--- config.mk ---
export PLATFORM = sky130hd
export DESIGN_NAME = preemptive_priority_scheduler
export DESIGN_NICKNAME = d
export VERILOG_FILES = /design/src/rtl/core/pps_pkg.sv /design/src/rtl/core/pps_ram.sv /design/src/rtl/core/pps_sel.sv /design/src/rtl/core/preemptive_priority_scheduler.sv
export SDC_FILE = /design/constraint.sdc
export NUM_CORES = 2
export LEC_CHECK = 0
export BUFFER_PORTS_ARGS = -buffer_cell sky130_fd_sc_hd__buf_2
export CAP_MARGIN = 30
export CORE_MARGIN = 3
export CORE_UTILIZATION = 65
export CTS_CLUSTER_SIZE = 30
export DETAILED_ROUTE_END_ITERATION = 12
export PLACE_DENSITY = 0.83
export REMOVE_ABC_BUFFERS = 1
export SYNTH_ARGS = -nofsm -noshare
export SYNTH_HDL_FRONTEND = slang
export SYNTH_SLANG_ARGS = --single-unit
--- constraint.sdc ---
create_clock -name clk -period 16.3 [get_ports clk]
set_input_delay 0.815 -clock clk [delete_from_list [all_inputs] [get_ports clk]]
set_output_delay 0.815 -clock clk [all_outputs]
set_load 0.02 [all_outputs]
--- src/rtl/core/pps_pkg.sv ---
// package: shared constants, request/result types and table record for the scheduler
`default_nettype none
package pps_pkg;

  localparam int MAX_PROCS = 16;
  localparam int IDX_W     = (MAX_PROCS > 1) ? $clog2(MAX_PROCS) : 1;
  localparam int CNT_W     = $clog2(MAX_PROCS + 1);

  localparam int TIME_W = 24;
  localparam int PRIO_W = 8;
  localparam int BRST_W = 16;
  localparam int ID_W   = 5;
  localparam int SUM_W  = 32;

  localparam logic [TIME_W-1:0] TIME_MAX = {TIME_W{1'b1}};
  localparam logic [SUM_W-1:0]  SUM_MAX  = {SUM_W{1'b1}};
  localparam logic [BRST_W-1:0] PROG_MAX = {BRST_W{1'b1}};

  localparam logic OP_LOAD = 1'b0;
  localparam logic OP_TICK = 1'b1;

  typedef struct packed {
    logic              op;
    logic [TIME_W-1:0] arrival;
    logic [PRIO_W-1:0] prio_value;
    logic [BRST_W-1:0] burst;
  } pps_in_t;

  typedef struct packed {
    logic              idle;
    logic [ID_W-1:0]   ran_id;
    logic              finished_now;
    logic [TIME_W-1:0] start_at;
    logic [TIME_W-1:0] completion_at;
    logic [TIME_W-1:0] turnaround;
    logic [TIME_W-1:0] waiting;
    logic              all_done;
    logic [SUM_W-1:0]  sum_turnaround;
    logic [SUM_W-1:0]  sum_waiting;
  } pps_out_t;

  typedef struct packed {
    logic [TIME_W-1:0] arrival;
    logic [PRIO_W-1:0] prio;
    logic [BRST_W-1:0] burst;
    logic [BRST_W-1:0] progress;
    logic [TIME_W-1:0] start;
  } pps_rec_t;

  localparam int REC_W = $bits(pps_rec_t);

  typedef struct packed {
    logic             clr;
    logic             vld;
    logic [IDX_W-1:0] idx;
    logic             done;
  } pps_sel_ctl_t;

  typedef struct packed {
    logic             found;
    logic [IDX_W-1:0] pick;
    pps_rec_t         rec;
  } pps_sel_res_t;

endpackage
`default_nettype wire

--- src/rtl/core/pps_ram.sv ---
// generic single-write, single-read synchronous ram with registered read data
`default_nettype none
module pps_ram #(
  parameter int DEPTH = 16,
  parameter int WIDTH = 8,
  parameter int AW    = (DEPTH > 1) ? $clog2(DEPTH) : 1
) (
  input  wire logic             clk,
  input  wire logic             we,
  input  wire logic [AW-1:0]    waddr,
  input  wire logic [WIDTH-1:0] wdata,
  input  wire logic             re,
  input  wire logic [AW-1:0]    raddr,
  output logic      [WIDTH-1:0] rdata
);

  logic [WIDTH-1:0] mem [DEPTH];

  always_ff @(posedge clk) begin
    if (we) begin
      mem[waddr] <= wdata;
    end
  end

  always_ff @(posedge clk) begin
    if (re) begin
      rdata <= mem[raddr];
    end
  end

endmodule
`default_nettype wire

--- src/rtl/core/pps_sel.sv ---
// running minimum-priority selector fed one table entry per cycle
`default_nettype none
module pps_sel
  import pps_pkg::*;
(
  input  wire logic              clk,
  input  wire logic              rst_n,
  input  wire pps_sel_ctl_t      ctl,
  input  wire pps_rec_t          rec,
  input  wire logic [TIME_W-1:0] now,
  output pps_sel_res_t           res
);

  logic              found_r;
  logic [PRIO_W:0]   best_r;
  logic [IDX_W-1:0]  pick_r;
  pps_rec_t          rec_r;
  logic              take;

  assign take = ctl.vld && !ctl.done && (rec.arrival <= now) &&
                ({1'b0, rec.prio} < best_r);

  always_ff @(posedge clk) begin
    if (!rst_n) begin
      found_r <= 1'b0;
      best_r  <= {1'b1, {PRIO_W{1'b0}}};
    end else if (ctl.clr) begin
      found_r <= 1'b0;
      best_r  <= {1'b1, {PRIO_W{1'b0}}};
    end else if (take) begin
      found_r <= 1'b1;
      best_r  <= {1'b0, rec.prio};
    end
  end

  always_ff @(posedge clk) begin
    if (take && !ctl.clr) begin
      pick_r <= ctl.idx;
      rec_r  <= rec;
    end
  end

  assign res.found = found_r;
  assign res.pick  = pick_r;
  assign res.rec   = rec_r;

endmodule
`default_nettype wire

--- src/rtl/core/preemptive_priority_scheduler.sv ---
// top level: process table, tick sequencer and result register
// A request with op = load appends a process to the table (ignored when the
// table is full); a request with op = tick keeps busy high while it works: one
// ram read per loaded entry to find the lowest priority value among arrived,
// unfinished entries, a step to drain the read, one to work out progress and
// times, one to write the chosen entry back. The result then shows on out_data
// with out_valid high for exactly one cycle, as busy drops; it must be taken
// then, since there is no way to hold it. Table storage starts undefined and
// only loaded entries are read; reset clears counts, flags, time and totals.
`default_nettype none
module preemptive_priority_scheduler
  import pps_pkg::*;
(
  input  wire logic    clk,
  input  wire logic    rst_n,
  input  wire logic    start,
  input  wire pps_in_t in_data,
  output logic         busy,
  output logic         out_valid,
  output pps_out_t     out_data
);

  typedef enum logic [1:0] {S_IDLE, S_SCAN, S_EVAL, S_FIN} state_t;

  state_t            state_r;
  logic [CNT_W-1:0]  entry_count_r;
  logic [CNT_W-1:0]  done_count_r;
  logic [CNT_W-1:0]  done_count_nxt;
  logic [TIME_W-1:0] now_r;
  logic [SUM_W-1:0]  total_tat_r;
  logic [SUM_W-1:0]  total_wait_r;
  logic              done_r    [MAX_PROCS];
  logic              started_r [MAX_PROCS];

  logic [CNT_W-1:0]  rd_cnt_r;
  logic              rd_vld_r;
  logic [IDX_W-1:0]  rd_idx_r;

  logic [BRST_W-1:0] prog_r;
  logic [TIME_W-1:0] st_r;
  logic [TIME_W-1:0] tat_r;
  logic [TIME_W-1:0] next_r;
  logic              fin_r;

  logic              out_valid_r;
  pps_out_t          out_data_r;

  logic              ram_we;
  logic [IDX_W-1:0]  ram_waddr;
  pps_rec_t          ram_wdata;
  logic              ram_re;
  pps_rec_t          ram_rdata;

  pps_sel_ctl_t      sel_ctl;
  pps_sel_res_t      sel_res;

  logic              load_go;
  logic              tick_go;
  logic [BRST_W-1:0] prog_nxt;
  logic [TIME_W-1:0] tat_nxt;
  logic [TIME_W-1:0] wt_nxt;
  logic [SUM_W:0]    tat_sum;
  logic [SUM_W:0]    wait_sum;
  logic [IDX_W:0]    id_calc;

  assign load_go = (state_r == S_IDLE) && start && (in_data.op == OP_LOAD) &&
                   (entry_count_r < CNT_W'(MAX_PROCS));
  assign tick_go = (state_r == S_IDLE) && start && (in_data.op == OP_TICK);

  pps_ram #(
    .DEPTH(MAX_PROCS),
    .WIDTH(REC_W)
  ) u_ram (
    .clk   (clk),
    .we    (ram_we),
    .waddr (ram_waddr),
    .wdata (ram_wdata),
    .re    (ram_re),
    .raddr (rd_cnt_r[IDX_W-1:0]),
    .rdata (ram_rdata)
  );

  assign ram_re = (state_r == S_SCAN) && (rd_cnt_r < entry_count_r);

  always_comb begin
    ram_we    = 1'b0;
    ram_waddr = entry_count_r[IDX_W-1:0];
    ram_wdata = '0;
    if (load_go) begin
      ram_we             = 1'b1;
      ram_wdata.arrival  = in_data.arrival;
      ram_wdata.prio     = in_data.prio_value;
      ram_wdata.burst    = in_data.burst;
    end else if ((state_r == S_FIN) && sel_res.found) begin
      ram_we             = 1'b1;
      ram_waddr          = sel_res.pick;
      ram_wdata          = sel_res.rec;
      ram_wdata.progress = prog_r;
      ram_wdata.start    = st_r;
    end
  end

  assign sel_ctl.clr  = tick_go;
  assign sel_ctl.vld  = rd_vld_r;
  assign sel_ctl.idx  = rd_idx_r;
  assign sel_ctl.done = done_r[rd_idx_r];

  pps_sel u_sel (
    .clk   (clk),
    .rst_n (rst_n),
    .ctl   (sel_ctl),
    .rec   (ram_rdata),
    .now   (now_r),
    .res   (sel_res)
  );

  // evaluation of the chosen entry
  assign prog_nxt = (sel_res.rec.progress < PROG_MAX) ?
                    sel_res.rec.progress + BRST_W'(1) : sel_res.rec.progress;
  assign tat_nxt  = ((now_r == TIME_MAX) ? now_r : now_r + TIME_W'(1)) -
                    sel_res.rec.arrival;

  // completion figures
  assign wt_nxt   = (tat_r >= TIME_W'(sel_res.rec.burst)) ?
                    tat_r - TIME_W'(sel_res.rec.burst) : '0;
  assign tat_sum  = {1'b0, total_tat_r} + (SUM_W + 1)'(tat_r);
  assign wait_sum = {1'b0, total_wait_r} + (SUM_W + 1)'(wt_nxt);
  assign done_count_nxt = done_count_r + CNT_W'(fin_r);
  assign id_calc  = {1'b0, sel_res.pick} + (IDX_W + 1)'(1);

  always_ff @(posedge clk) begin
    if (!rst_n) begin
      state_r       <= S_IDLE;
      entry_count_r <= '0;
      done_count_r  <= '0;
      now_r         <= '0;
      total_tat_r   <= '0;
      total_wait_r  <= '0;
      rd_cnt_r      <= '0;
      rd_vld_r      <= 1'b0;
      fin_r         <= 1'b0;
      out_valid_r   <= 1'b0;
      for (int i = 0; i < MAX_PROCS; i++) begin
        done_r[i]    <= 1'b0;
        started_r[i] <= 1'b0;
      end
    end else begin
      out_valid_r <= 1'b0;
      rd_vld_r    <= 1'b0;
      case (state_r)
        S_IDLE: begin
          if (load_go) begin
            done_r[entry_count_r[IDX_W-1:0]]    <= 1'b0;
            started_r[entry_count_r[IDX_W-1:0]] <= 1'b0;
            entry_count_r <= entry_count_r + CNT_W'(1);
          end
          if (tick_go) begin
            rd_cnt_r <= '0;
            state_r  <= S_SCAN;
          end
        end
        S_SCAN: begin
          if (rd_cnt_r < entry_count_r) begin
            rd_vld_r <= 1'b1;
            rd_idx_r <= rd_cnt_r[IDX_W-1:0];
            rd_cnt_r <= rd_cnt_r + CNT_W'(1);
          end else begin
            state_r <= S_EVAL;
          end
        end
        S_EVAL: begin
          prog_r  <= prog_nxt;
          st_r    <= started_r[sel_res.pick] ? sel_res.rec.start : now_r;
          tat_r   <= tat_nxt;
          next_r  <= (now_r == TIME_MAX) ? now_r : now_r + TIME_W'(1);
          fin_r   <= sel_res.found && (prog_nxt >= sel_res.rec.burst);
          state_r <= S_FIN;
        end
        S_FIN: begin
          now_r <= next_r;
          if (sel_res.found) begin
            started_r[sel_res.pick] <= 1'b1;
          end
          if (fin_r) begin
            done_r[sel_res.pick] <= 1'b1;
            done_count_r <= done_count_nxt;
            total_tat_r  <= tat_sum[SUM_W] ? SUM_MAX : tat_sum[SUM_W-1:0];
            total_wait_r <= wait_sum[SUM_W] ? SUM_MAX : wait_sum[SUM_W-1:0];
          end
          out_valid_r                 <= 1'b1;
          out_data_r.idle             <= !sel_res.found;
          out_data_r.ran_id           <= sel_res.found ? ID_W'(id_calc) : '0;
          out_data_r.finished_now     <= fin_r;
          out_data_r.start_at         <= fin_r ? st_r : '0;
          out_data_r.completion_at    <= fin_r ? next_r : '0;
          out_data_r.turnaround       <= fin_r ? tat_r : '0;
          out_data_r.waiting          <= fin_r ? wt_nxt : '0;
          out_data_r.all_done         <= (done_count_nxt >= entry_count_r);
          out_data_r.sum_turnaround   <= fin_r ?
              (tat_sum[SUM_W] ? SUM_MAX : tat_sum[SUM_W-1:0]) : total_tat_r;
          out_data_r.sum_waiting      <= fin_r ?
              (wait_sum[SUM_W] ? SUM_MAX : wait_sum[SUM_W-1:0]) : total_wait_r;
          state_r <= S_IDLE;
        end
        default: begin
          state_r <= S_IDLE;
        end
      endcase
    end
  end

  assign busy      = (state_r != S_IDLE);
  assign out_valid = out_valid_r;
  assign out_data  = out_data_r;

endmodule
`default_nettype wire

==> results.toml <==
[status]
outcome = "finished, final reports clean"

[cts]
hold_buffers = 0
cts_resized = 0
clkSinkCount = 2006
clockBufferDepth = 3
htreeDepth = 4
cts_setup_buffers = 0
clk_latency_ns = 0.85
path_clk_slew_ns = 0.07
cts_made_buffers = 188
cts_root_buffer = "clkbuf_16"
cts_tree = "yes"

[routing]
vias = 49000
drtIter0Drc = 8259
ant_nets = 0
drc = 0
avgRoutedWirePerCell_um = 35.3
routed_wl_um = 237000
first_pass_iters = 6
routed_via_density = 7.28

[timing]
setup_ws_ns = 10.65
finalSetupViolCount = 0
worst_pin_slew_ns = 1.10
period_needed_ns = 5.65
hold_viol_final = 0
hold_ws_ns = 0.412
max_freq_mhz = 177
slew-limit-headroom_pct = 26.6
fin_skew_ns = 0.0376
rsz0062_at_grt = "no"
finalCritPeriodShare_pct = 34.6
finalSetupTns_ns = 0
finalMaxSlewViolations = 0

[critical_path]
crit_path_end_kind = "register"
arrival_ns = 6.22
cp_max_fo = 6
crit_chain = "and4_1 -> nand4_1 -> nor4_2 -> xnor2_1 -> inv_1 -> ha_1 -> inv_1 -> fa_1 -> a211oi_1 -> o21bai_1 -> a21oi_1 -> o2111ai_1 -> a2111oi_0 -> o31ai_1 -> a21oi_1 -> xnor2_1"
path_class = "reg2reg"
crit_slowest_cell = "nor4_2"
required_ns = 16.88
start_kind = "register"
slowest_delay_ns = 0.83
reg2reg_depth = 16

[grt]
grt_max_degree = 152
overflow = 0
antenna_found_initial = 22
grt_pass1_wl_um = 342000
grt.total_usage_pct = 36.8
grt_pass1_vias = 48500

[power]
p_leak_nw = 30.0
vdd_drop_max_mv = 0.112
total_power_mw = 11.6
power.density_mw_per_mm2 = 127

[synth]
ys.flop_type = "edfxtp_1"
async_flop_share_pct = 0
synth_area_mm2 = 0.0817
synth_edf_count = 1848
avgSynthCellArea_um2 = 17.8
ys_seq_elements = 2006
synthDistinctLibCells = 78
syn_inst = 4597
ys.warnings.count = 0
yosysSeqAreaShare_pct = 71.8

[finish]
final_layout_size_suffix_gt1_share_pct = 22.3
fin_nets = 5133
final_util_pct = 73.8
area_delta_synth_final_pct = 12.2
final_area_mm2 = 0.0917
finalNonFillerCells = 6730
fillers = 6467

[placement]
io_buffers = 221
placed_area_mm2 = 0.0853
pre_cts_ws_ns = 10.94
routabilityCongestion = 0.910
dp.cells = 6358
place_hpwl_um = 123000

[job]
cap_violations = 0

[die]
start_util_pct = 65.7
die-area_mm2 = 0.130
ioPinCount = 222
dieWidth_um = 361
die_h_um = 361
coreArea_mm2 = 0.124
rows = 129

[hold_path]
min_path_cells = 0
hp-class = "reg2reg"
[placed cells by master, fill, tap and decap left out, types with 11 or more instances in the layout]
master,Yosys,routed
edfxtp_1,1848,1848
mux4_2,446,446
nor2_1,284,268
buf_2,6,229
a21oi_1,214,213
nand2_1,193,193
clkbuf_16,0,189
ha_1,155,154
dfxtp_1,158,153
o21ai_0,144,143
and2_1,132,129
inv_1,115,115
buf_4,1,93
xnor2_1,76,76
a21o_1,53,53
nand3_1,53,52
o211ai_1,40,40
xor2_1,40,40
nor3_1,39,39
clkbuf_1,156,39
clkinv_1,1,37
o31ai_1,37,37
clkinv_2,0,37
mux2i_1,35,35
nand4_1,27,27
a31oi_1,26,25
a211oi_1,24,24
nand2b_1,24,24
and3_1,23,22
o21a_1,21,21
bufinv_16,0,20
mux2_2,17,17
and4_1,16,16
nor2_4,0,16
buf_16,0,14
nor2b_1,12,12
a22o_1,12,12
diode_2,0,11
clkinvlp_4,0,11
[per-layer routing]
metal / vias to the layer above / track usage (%) / wire, µm / part of all wire, %
met5: - / 0 / 119 / 0.050
met3: 993 / 10.8 / 31800 / 13
met4: 20 / 19.9 / 14500 / 6.1
met2: 4715 / 56.6 / 112000 / 47
met1: 24300 / 48.0 / 79000 / 33
li1: 19000 / - / - / -
[layout make-up]
class	instances	area (µm²)	area share, %
diodes	11	27.5	0.0300
clock buffers	231	4920	5.36
inverters	117	439	0.479
well taps	1637	2050	2.23
multi-input cells	2265	22000	24.0
repair buffers	344	2370	2.59
clock inverters	119	1210	1.32
flip-flops and latches	2006	58700	64.0
[flip-flops by register name, indices dropped and copies added (netlist names), 24 cells and up, named ones only]
register and cells:
u_ram.rdata 88, total_wait_r 32, now_r 24, out_data 168
st_r 24, u_sel.res 88, tat_r 24, total_tat_r 32
u_ram.mem 1408, next_r 24
[path summary, 6_finish.rpt]
kind                            slack (ns)      startpoint            to
worst min register to register        0.41  u_ram.rdata[7]  u_sel.res[7]
worst max register to register       10.65        now_r[4]     tat_r[20]
worst min-delay path                  0.41  u_ram.rdata[7]  u_sel.res[7]
worst max-delay path                 10.65        now_r[4]     tat_r[20]
[power by group]
part           switching (mW)  total (mW)  internal (mW)
logic                   0.741        1.26          0.514
clock network            2.00        4.47           2.48
registers               0.108        5.92           5.81
total                    2.85        11.6           8.80
[cells by family (layout without fill, tap and decap cells)]
group	Yosys count	in the layout	share of synthesized area, %
other	0	11	0
and+or+nand+nor	842	842	4.93
xor gates and xnor gates	116	116	1.24
muxes	502	502	13.1
DFF	2006	2006	71.8
adders and majority gates	159	159	2.47
AOI/OAI and AO/OA	646	646	4.98
buffers and inverters	326	811	1.51
[Yosys cell counts, types with 26 or more instances]
| cell type | n | area, µm² |
|---|---|---|
| a31oi_1 | 26 | 163 |
| nand4_1 | 27 | 169 |
| nand3_1 | 53 | 265 |
| ha_1 | 155 | 1940 |
| o31ai_1 | 37 | 278 |
| a21o_1 | 53 | 398 |
| nor2_1 | 284 | 1070 |
| nand2_1 | 193 | 724 |
| mux2i_1 | 35 | 350 |
| o21ai_0 | 144 | 721 |
| clkbuf_1 | 156 | 586 |
| xor2_1 | 40 | 350 |
| xnor2_1 | 76 | 666 |
| mux4_2 | 446 | 10000 |
| dfxtp_1 | 158 | 3160 |
| nor3_1 | 39 | 195 |
| edfxtp_1 | 1848 | 55500 |
| and2_1 | 132 | 826 |
| buf_1 | 45 | 169 |
| o211ai_1 | 40 | 300 |
| a21oi_1 | 214 | 1070 |
| inv_1 | 115 | 432 |
[critical path: cells and delay by family (launching register included)]
kind / cells / cell delay [ns]
DFF: 1 / 0.46
xor gates and xnor gates: 2 / 0.38
and+or+nand+nor: 3 / 1.48
AOI/OAI and AO/OA: 7 / 2.29
buffers and inverters: 2 / 0.18
adders and majority gates: 2 / 0.64
Note: power is estimated with default switching activity, not from simulation.
